[src/rtl/usf_pkg.sv]
// Shared types and constants for the universal sink finder.
package usf_pkg;

  localparam int ROW_W   = 32;
  localparam int IDX_W   = 5;
  localparam int COUNT_W = 6;

  // Commands from the controller to the datapath.
  typedef struct packed {
    logic wr;         // store the accepted row
    logic start;      // latch n, candidate 0, counter 1
    logic rd;         // read one row of the store
    logic rd_use_i;   // read address is the counter, else the candidate
    logic elim_step;  // candidate update and counter increment
    logic ver_init;   // check candidate row mask, counter to 0
    logic ver_step;   // check column bit of one row, counter increment
    logic emit;       // load the result register
  } cmd_t;

  // Status from the datapath to the controller.
  typedef struct packed {
    logic idx_done;   // counter has reached n
    logic out_free;   // result register can take a new result
  } sts_t;

endpackage

[src/rtl/usf_datapath.sv]
// Row store, candidate and counter registers, and result register.
module usf_datapath #(
  parameter int MAX_PEOPLE = 32
) (
  input  logic                        clk,
  input  logic                        rst,
  input  usf_pkg::cmd_t               cmd,
  output usf_pkg::sts_t               sts,
  input  logic [usf_pkg::IDX_W-1:0]   row_index,
  input  logic [usf_pkg::ROW_W-1:0]   row_bits,
  input  logic                        cfg_we,
  input  logic [usf_pkg::COUNT_W-1:0] cfg_wdata,
  output logic                        out_valid,
  input  logic                        out_ready,
  output logic                        out_found,
  output logic [usf_pkg::IDX_W-1:0]   out_index
);

  localparam int AW  = $clog2(MAX_PEOPLE);
  localparam int CAP = (MAX_PEOPLE < 32) ? MAX_PEOPLE : 32;
  localparam logic [usf_pkg::COUNT_W-1:0] CNT_CAP = usf_pkg::COUNT_W'(CAP);

  logic [usf_pkg::ROW_W-1:0]   mem [MAX_PEOPLE];
  logic [usf_pkg::ROW_W-1:0]   rd_data;
  logic [usf_pkg::COUNT_W-1:0] person_count;
  logic [usf_pkg::COUNT_W-1:0] n;
  logic [usf_pkg::COUNT_W-1:0] n_next;
  logic [usf_pkg::COUNT_W-1:0] i;
  logic [usf_pkg::IDX_W-1:0]   cand;
  logic                        ok;
  logic [usf_pkg::ROW_W:0]     col_mask;
  logic [usf_pkg::COUNT_W-1:0] rd_addr_wide;
  logic [AW-1:0]               rd_addr;
  logic [AW-1:0]               wr_addr;
  logic [usf_pkg::COUNT_W-1:0] wr_addr_wide;
  logic                        wr_in_range;

  always_comb begin
    if (person_count == '0) begin
      n_next = usf_pkg::COUNT_W'(1);
    end else if (person_count > CNT_CAP) begin
      n_next = CNT_CAP;
    end else begin
      n_next = person_count;
    end
  end

  assign wr_in_range  = {2'b00, row_index} < 7'(MAX_PEOPLE);
  assign wr_addr_wide = {1'b0, row_index};
  assign wr_addr      = wr_addr_wide[AW-1:0];
  assign rd_addr_wide = cmd.rd_use_i ? i : {1'b0, cand};
  assign rd_addr      = rd_addr_wide[AW-1:0];
  assign col_mask     = ((usf_pkg::ROW_W+1)'(1) << n) - (usf_pkg::ROW_W+1)'(1);

  assign sts.idx_done = (i >= n);
  assign sts.out_free = !out_valid || out_ready;

  always_ff @(posedge clk) begin
    if (cmd.wr && wr_in_range) begin
      mem[wr_addr] <= row_bits;
    end
    if (cmd.rd) begin
      rd_data <= mem[rd_addr];
    end
  end

  always_ff @(posedge clk) begin
    if (rst) begin
      person_count <= usf_pkg::COUNT_W'(1);
    end else if (cfg_we) begin
      person_count <= cfg_wdata;
    end
  end

  always_ff @(posedge clk) begin
    if (cmd.start) begin
      n    <= n_next;
      cand <= '0;
      i    <= usf_pkg::COUNT_W'(1);
    end else if (cmd.elim_step) begin
      if (rd_data[i[usf_pkg::IDX_W-1:0]]) begin
        cand <= i[usf_pkg::IDX_W-1:0];
      end
      i <= i + usf_pkg::COUNT_W'(1);
    end else if (cmd.ver_init) begin
      ok <= ((rd_data & col_mask[usf_pkg::ROW_W-1:0]) == '0);
      i  <= '0;
    end else if (cmd.ver_step) begin
      if ((i != {1'b0, cand}) && !rd_data[cand]) begin
        ok <= 1'b0;
      end
      i <= i + usf_pkg::COUNT_W'(1);
    end
  end

  always_ff @(posedge clk) begin
    if (rst) begin
      out_valid <= 1'b0;
    end else if (cmd.emit) begin
      out_valid <= 1'b1;
    end else if (out_ready) begin
      out_valid <= 1'b0;
    end
  end

  always_ff @(posedge clk) begin
    if (cmd.emit) begin
      out_found <= ok;
      out_index <= ok ? cand : '0;
    end
  end

endmodule

[src/rtl/usf_ctrl.sv]
// Controller state machine sequencing row loads, elimination and verification.
module usf_ctrl (
  input  logic          clk,
  input  logic          rst,
  input  logic          in_valid,
  input  logic          in_last,
  output logic          in_ready,
  input  usf_pkg::sts_t sts,
  output usf_pkg::cmd_t cmd
);

  typedef enum logic [2:0] {
    IDLE, E_RD, E_EVAL, V_CAND_RD, V_MASK, V_RD, V_EVAL, FINISH
  } state_t;

  state_t state;
  state_t state_next;
  logic   accept;

  assign in_ready = (state == IDLE);
  assign accept   = in_valid && in_ready;

  always_comb begin
    cmd        = '0;
    state_next = state;
    case (state)
      IDLE: begin
        cmd.wr = accept;
        if (accept && in_last) begin
          cmd.start  = 1'b1;
          state_next = E_RD;
        end
      end
      E_RD: begin
        if (sts.idx_done) begin
          state_next = V_CAND_RD;
        end else begin
          cmd.rd     = 1'b1;
          state_next = E_EVAL;
        end
      end
      E_EVAL: begin
        cmd.elim_step = 1'b1;
        state_next    = E_RD;
      end
      V_CAND_RD: begin
        cmd.rd     = 1'b1;
        state_next = V_MASK;
      end
      V_MASK: begin
        cmd.ver_init = 1'b1;
        state_next   = V_RD;
      end
      V_RD: begin
        if (sts.idx_done) begin
          state_next = FINISH;
        end else begin
          cmd.rd       = 1'b1;
          cmd.rd_use_i = 1'b1;
          state_next   = V_EVAL;
        end
      end
      V_EVAL: begin
        cmd.ver_step = 1'b1;
        state_next   = V_RD;
      end
      FINISH: begin
        if (sts.out_free) begin
          cmd.emit   = 1'b1;
          state_next = IDLE;
        end
      end
      default: begin
        state_next = IDLE;
      end
    endcase
  end

  always_ff @(posedge clk) begin
    if (rst) begin
      state <= IDLE;
    end else begin
      state <= state_next;
    end
  end

endmodule

[src/rtl/universal_sink_finder_unit.sv]
// Top level of the universal sink finder: stream ports, controller and datapath.
// Rows that are not last are taken one per cycle while the controller is idle,
// and each is written to the row store as it is taken. After the last row the
// search runs elimination and then verification, reading one row per step from
// the single read port of the row store, each read followed by its evaluation. The result then sits in an
// output register. Reset clears the controller, the result valid flag, and sets
// the person count to 1; the row store is not cleared.
module universal_sink_finder_unit #(
  parameter int MAX_PEOPLE = 32
) (
  input  logic        clk,
  input  logic        rst,
  input  logic        s_tvalid,
  output logic        s_tready,
  input  logic [39:0] s_tdata,    // [4:0] row_index, [36:5] row_bits, zero fill
  input  logic        s_tlast,    // last_row
  output logic        m_tvalid,
  input  logic        m_tready,
  output logic [7:0]  m_tdata,    // [4:0] person_index, zero fill
  output logic [0:0]  m_tuser,    // [0] found
  input  logic        cfg_we,
  input  logic [5:0]  cfg_wdata   // person_count
);

  usf_pkg::cmd_t cmd;
  usf_pkg::sts_t sts;
  logic          out_found;
  logic [4:0]    out_index;

  usf_ctrl u_ctrl (
    .clk      (clk),
    .rst      (rst),
    .in_valid (s_tvalid),
    .in_last  (s_tlast),
    .in_ready (s_tready),
    .sts      (sts),
    .cmd      (cmd)
  );

  usf_datapath #(
    .MAX_PEOPLE (MAX_PEOPLE)
  ) u_datapath (
    .clk       (clk),
    .rst       (rst),
    .cmd       (cmd),
    .sts       (sts),
    .row_index (s_tdata[4:0]),
    .row_bits  (s_tdata[36:5]),
    .cfg_we    (cfg_we),
    .cfg_wdata (cfg_wdata),
    .out_valid (m_tvalid),
    .out_ready (m_tready),
    .out_found (out_found),
    .out_index (out_index)
  );

  assign m_tdata = {3'b000, out_index};
  assign m_tuser = out_found;

endmodule

[config.mk]
export PLATFORM = sky130hd
export DESIGN_NAME = universal_sink_finder_unit
export DESIGN_NICKNAME = d
export VERILOG_FILES = /design/src/rtl/usf_pkg.sv /design/src/rtl/usf_datapath.sv /design/src/rtl/usf_ctrl.sv /design/src/rtl/universal_sink_finder_unit.sv
export SDC_FILE = /design/constraint.sdc
export NUM_CORES = 1
export LEC_CHECK = 0
export ABC_AREA = 1
export BUFFER_PORTS_ARGS = -buffer_cell sky130_fd_sc_hd__buf_2
export CAP_MARGIN = 20
export CORE_ASPECT_RATIO = 0.6
export CORE_MARGIN = 1
export CORE_UTILIZATION = 35
export DETAILED_ROUTE_END_ITERATION = 6
export PLACE_DENSITY_LB_ADDON = 0.2
export SLEW_MARGIN = 20
export SYNTH_ARGS = -nofsm -noshare
export SYNTH_HDL_FRONTEND = slang
export SYNTH_HIERARCHICAL = 1
export SYNTH_SLANG_ARGS = --single-unit
[constraint.sdc]
create_clock -name clk -period 4.7 [get_ports clk]
set_input_delay 0.94 -clock clk [delete_from_list [all_inputs] [get_ports clk]]
set_output_delay 0.94 -clock clk [all_outputs]
set_load 0.03 [all_outputs]
==> out/metrics.csv, run 1 <==
metric,value,unit
areaGrowthSynthToFinish,15.4,%
grt_max_degree,80,
path_clk_slew,0.07,ns
seq_area_frac_synth,73.3,%
r2r_setup_slack,0.43,ns
dpl_worst_slack,0.433,ns
crit_type,reg2reg,
fin_crit,4.27,ns
p_leak,16.6,nW
fmax,234,MHz
finalWeightedCongestion,0.898,
tns,0,ns
syn_area,44400,um^2
powerDensity,475,nW/um^2
ys.flop_type,edfxtp_1,
postCtsSetupBuffers,0,
cts.sinks,1090,
ys_seq_elements,1090,
cts_buffer_depth,3,
whs,0.453,ns
initial_core_util,35.5,%
syn_inst,3468,
maxSlewHeadroom,39.3,%
crit_arrival,4.78,ns
grt_use_total,21.6,%
maxCapViolCount,0,
cts_buffers,101,
synth_edf_count,1069,
endpoint_kind,flop,
cp_slowest_stage_delay,0.40,ns
wl_per_cell,26.4,um
drtAntennaViolNets,0,
htreeDepth,3,
first_pass_iters,6,
cts.repair.resized,0,
num_rows,100,
drt_iter0_drc,3561,
die_width,462,um
ys_warn_count,6,
fin_crit_sh,90.8,%
crit_path_start_kind,flop,
r2r_cells,20,
cts_tree,built,
synthDistinctLibCells,43,
grt_pass1_vias,27510,
status,completed,
port_buffers,56,
coreArea,125000,um^2
finalWirelength,140,mm
dieArea,128000,um^2
drive_gt1_share,12.3,%
holdBufCountCts,0,
avgSynthCellArea,12.8,um^2
filler_cell_count,11768,
crit_chain,inv_2 > ha_1 > a21boi_0 > o21a_1 > o21a_1 > o21a_1 > o21ai_0 > nand2_1 > nor3_2 > buf_12 > nand2_1 > o21ai_4 > buf_12 > buf_4 > o21ai_0 > o221ai_1 > nand3_1 > nand2_1 > nor2_1 > a31oi_1,
finalClockSkew,0.0346,ns
avgViaCountPerCell,5.60,
hp-class,in2reg,
timing.final.ws_setup,0.430,ns
dp_hpwl,74.2,mm
antenna_found_initial,6,
cp_slowest_cell,edfxtp_1,
vdd_ir_drop_max,0.000291,V
cts-root-buf,clkbuf_16,
synth_top_cell_area_share,72.3,%
routed-via-count,29737,
async_reset_ff_share,0,%
rsz0062_at_grt,no,
tightest_slew,0.910,ns
synth.area.top_cells,"edfxtp_1 72%, o21ai_0 6.1%, nor2_1 5.7%",
yosysTopAreaCell,edfxtp_1,
die_height,278,um
grt_first_pass_wirelength,201,mm
setup_violations,0,
maxSlewViolCount,0,
drcViolationCount,0,
ioPinCount,63,
layout.nets,3601,
crit_required,5.21,ns
cp_max_fo,48,
gr-total-overflow,0,
clk_latency,0.73,ns
hold_depth,3,
hold_viol,0,
==> per-stage QoR <==
step                      area (um^2)  power, mW  instances  utilization [%]
after floorplan                 44400       14.0       3470                -
after global placement          47700       15.8       5121             38.2
after detailed placement        47700       15.8       5121             38.2
after CTS                       51200       24.4       5310             41.0
after global routing            51200       25.3       5310             41.0
final                           51200       24.3       5311             41.0
==> layout by cell type, fill, tap and decap left out, types with 6 or more instances in the layout <==
master	Yosys	final
edfxtp_1	1069	1069
nor2_1	670	638
o21ai_0	542	540
o221ai_1	192	192
nand2_1	177	177
nand3_1	151	151
clkbuf_16	0	102
buf_4	18	101
o22ai_1	73	72
inv_1	70	69
o21ai_1	67	66
buf_2	100	56
buf_12	0	51
nor2_4	3	35
a21oi_1	34	34
o211ai_1	34	34
clkinv_1	1	29
nand4_1	21	21
dfxtp_1	21	21
clkinv_2	0	19
a31oi_1	20	19
bufinv_16	0	15
inv_2	15	13
clkbuf_1	112	12
nor2_2	12	12
nor3_1	10	8
ha_1	8	8
o21ai_4	2	6
==> worst max-delay path, delay by kind of cell (launching register included) <==
family	cells	cell delay, ns
AOI/OAI and AO/OA	9	1.55
adders and majority gates	1	0.24
buffers and inverters	4	0.90
DFF	1	0.40
and+or+nand+nor	6	0.92
==> registers in the layout, indices dropped and copies added (netlist names) <==
register / cells
u_datapath/out_valid: 1
u_datapath/n: 6
u_ctrl/state: 3
u_datapath/rd_data: 32
u_datapath/mem: 1024
u_datapath/out_index: 5
u_datapath/cand: 5
u_datapath/person_count: 6
u_datapath/ok: 1
u_datapath/i: 6
u_datapath/out_found: 1
==> logic make-up (layout without fill, tap and decap cells) <==
| logic type | count (synthesis) | after routing | synth area share [%] |
|---|---|---|---|
| adders and majority gates | 8 | 8 | 0.226 |
| other | 1 | 4 | 0.00845 |
| xor gates and xnor gates | 1 | 1 | 0.0197 |
| and+or+nand+nor | 1064 | 1064 | 9.92 |
| DFF | 1090 | 1090 | 73.3 |
| AOI/OAI and AO/OA | 977 | 977 | 13.3 |
| buffers and inverters | 327 | 484 | 3.29 |
==> final cells by class <==
cell class / instances / area [um^2] / area share [%]
inverter: 87 / 343 / 0.669
clock buffer: 114 / 2600 / 5.07
antenna: 1 / 2.50 / 0.00489
sequential: 1090 / 32500 / 63.5
tap: 1683 / 2110 / 4.11
multi-input combinational: 2053 / 10700 / 20.9
timing repair buffer: 208 / 2060 / 4.02
clock inverter: 75 / 873 / 1.70
==> worst paths after layout <==
kind | startpoint | to
setup / recovery | u_datapath/n[1]$_SDFFCE_PP0P_ | u_datapath/rd_data[8]$_DFFE_PP_
hold / removal | cfg_wdata[0] | u_datapath/person_count[0]$_SDFFE_PP1P_
setup reg to reg | u_datapath/n[1]$_SDFFCE_PP0P_ | u_datapath/rd_data[8]$_DFFE_PP_
hold reg to reg | u_datapath/person_count[3]$_SDFFE_PP0P_ | u_datapath/person_count[3]$_SDFFE_PP0P_
==> routing by layer <==
layer	track usage [%]	share of wire, %	vias up
met4	4.57	1.9	2
met2	31.1	43	1218
met1	33.3	47	15109
li1	-	-	13210
met3	4.49	8.7	198
met5	0	0.0093	-
==> cells in the mapped netlist (21+ instances only) <==
cell type / n
a21oi_1: 34
buf_2: 100
clkbuf_1: 112
dfxtp_1: 21
edfxtp_1: 1069
inv_1: 70
nand2_1: 177
nand3_1: 151
nand4_1: 21
nor2_1: 670
o211ai_1: 34
o21ai_0: 542
o21ai_1: 67
o221ai_1: 192
o22ai_1: 73
==> power breakdown <==
| part | switching, mW | total, mW | leakage (nW) | internal (mW) |
|---|---|---|---|---|
| Clock | 3.85 | 8.70 | 1.69 | 4.85 |
| Sequential | 0.144 | 11.0 | 9.81 | 10.9 |
| Combinational | 3.14 | 4.60 | 5.06 | 1.47 |
| Total | 7.13 | 24.3 | 16.6 | 17.2 |
Note: power is estimated with default switching activity, not from simulation.
==> run 2, diff against run 1 <==
--- a/config.mk
+++ b/config.mk
@@ -6,7 +6,7 @@
 export NUM_CORES = 1
 export LEC_CHECK = 0
 export ABC_AREA = 1
-export BUFFER_PORTS_ARGS = -buffer_cell sky130_fd_sc_hd__buf_2
+export BUFFER_PORTS_ARGS = -buffer_cell sky130_fd_sc_hd__buf_4
 export CAP_MARGIN = 20
 export CORE_ASPECT_RATIO = 0.6
 export CORE_MARGIN = 1
==> constraint.sdc (replaced) <==
create_clock -name clk -period 4.6 [get_ports clk]
set_input_delay 0.92 -clock clk [delete_from_list [all_inputs] [get_ports clk]]
set_output_delay 0.92 -clock clk [all_outputs]
set_load 0.03 [all_outputs]
==> run 2 against run 1 <==
Net effect:
- design area decreased by 0.50%
- combinational power increased by 0.9%
- flip-flop and latch count unchanged
- global-route usage decreased by 0.24 points
- register-to-register slack got worse by 0.09 ns
- fmax increased by 0.20%
==> out/metrics.csv, run 2 (synthesis gave the netlist of run 1 again) <==
metric,value,unit,change
maxCapViolCount,0,,unchanged
tns,0,ns,unchanged
drt_iter0_drc,3379,,-5.1%
antenna_found_initial,1,,-5
ioPinCount,63,,unchanged
holdBufCountCts,0,,unchanged
hold_viol,0,,unchanged
finalWeightedCongestion,0.907,,+1.0%
final_core_util,40.8,%,-0.20 points
largest_register_ffs,1024,,unchanged
cts-root-buf,clkbuf_16,,
cts_buffer_depth,3,,unchanged
finalWirelength,139,mm,-1.1%
grt_max_degree,93,,+16%
timing.final.ws_setup,0.339,ns,-0.0916 ns
regMostFlops,u_datapath/mem,,
fin_crit,4.26,ns,-0.00839 ns
first_pass_iters,6,,unchanged
finalClockSkew,0.0305,ns,-0.00401 ns
dpl.cell_count,5103,,-0.35%
grt_use_total,21.4,%,-0.24 points
clk_latency,0.72,ns,about the same
setup_violations,0,,unchanged
coreArea,125000,um^2,unchanged
crit_required,5.08,ns,-0.13 ns
maxSlewHeadroom,52.2,%,+13 points
wl_per_cell,26.2,um,-0.64%
cts.sinks,1090,,unchanged
endpoint_kind,flop,,
power,24.1,mW,-0.70%
placed_cell_area,47800,um^2,+0.14%
maxSlewViolCount,0,,unchanged
initial_core_util,35.5,%,unchanged
cts_buffers,99,,-2.0%
gr-total-overflow,0,,unchanged
dieArea,128000,um^2,unchanged
htreeDepth,3,,unchanged
rsz0062_at_grt,no,,
filler_cell_count,11772,,+0.034%
dpl_worst_slack,0.269,ns,-0.163 ns
tightest_slew,0.718,ns,-0.193 ns
cp_max_fo,49,,+2.1%
num_rows,100,,unchanged
crit_path_start_kind,flop,,
vdd_ir_drop_max,0.000321,V,+10%
port_buffers,56,,unchanged
die_height,278,um,unchanged
layout_common_cells,"1069 x edfxtp_1, 638 x nor2_1, 540 x o21ai_0",,
finalInstanceArea,51000,um^2,-0.50%
hp-class,in2reg,,
drive_gt1_share,11.6,%,-0.77 points
die_width,462,um,unchanged
crit_arrival,4.74,ns,-0.04 ns
powerDensity,474,nW/um^2,-0.20%
fin_crit_sh,92.6,%,+1.8 points
status,completed,,
p_leak,16.4,nW,-1.1%
drcViolationCount,0,,unchanged
whs,0.412,ns,-0.0406 ns
cts_tree,built,,
layout.cells.non_filler,5286,,-0.47%
postCtsSetupBuffers,0,,unchanged
cts.repair.resized,0,,unchanged
avgViaCountPerCell,5.58,,-0.27%
grt_first_pass_wirelength,199,mm,-0.78%
reg.largest.list,"u_datapath/mem (1024), u_datapath/rd_data (32)",,
grt_pass1_vias,27205,,-1.1%
routed-via-count,29516,,-0.74%
mostFrequentLayoutCell,edfxtp_1,,
drtAntennaViolNets,0,,unchanged
crit_type,reg2reg,,
areaGrowthSynthToFinish,14.9,%,
fmax,235,MHz,+0.20%
path_clk_slew,0.06,ns,about the same
layout.nets,3581,,-0.56%
dp_hpwl,73.9,mm,-0.31%
[run 2: final timing paths]
check | startpoint | to | slack [ns] | depth (start not counted)
worst min register to register | u_datapath/person_count[3]$_SDFFE_PP0P_ | u_datapath/person_count[3]$_SDFFE_PP0P_ | 0.49 | 2
worst max-delay path | u_datapath/n[1]$_SDFFCE_PP0P_ | u_datapath/rd_data[17]$_DFFE_PP_ | 0.34 | 19
worst min-delay path | rst | u_datapath/out_valid$_SDFFE_PP0P_ | 0.41 | 2
worst max register to register | u_datapath/n[1]$_SDFFCE_PP0P_ | u_datapath/rd_data[17]$_DFFE_PP_ | 0.34 | 19
[run 2: power by group]
group	switching [mW]	internal, mW	leakage, nW
sequential	0.150	11.1	9.81
combinational	3.21	1.43	5.03
clock	3.77	4.48	1.54
total	7.14	17.0	16.4
[run 2: layout make-up]
type                            instances  area [um^2]  share of cell area, %
Multi-Input combinational cell       2053        10700                   21.0
Antenna cell                            2         5.00                0.00982
Timing Repair Buffer                  190         2130                   4.17
Clock buffer                          117         2540                   4.99
Tap cell                             1683         2110                   4.13
Inverter                               87          343                  0.673
Sequential cell                      1090        32500                   63.8
Clock inverter                         64          608                   1.19
[run 2: per-layer routing]
| metal | vias up | share of wire, % | track usage, % |
|---|---|---|---|
| met5 | - | 0 | 0 |
| met4 | 0 | 1.8 | 4.40 |
| met3 | 162 | 7.8 | 3.49 |
| met2 | 1233 | 41 | 29.7 |
| met1 | 14954 | 49 | 34.5 |
| li1 | 13167 | - | - |
[run 2: worst max-delay path, cell delays in order, from the launching register on]
cell and delay (ns):
edfxtp_1 0.40, inv_2 0.13, ha_1 0.23, a21boi_0 0.12, o21a_1 0.17, o21a_1 0.16
o21a_1 0.16, o21ai_0 0.14, nand2_1 0.15, nor3_4 0.35, nand2_1 0.15, o21ai_4 0.23
buf_12 0.35, buf_4 0.20, o21ai_0 0.08, o22ai_1 0.18, nor2_1 0.06, o21ai_1 0.29
nand2_1 0.09, nand2_1 0.32
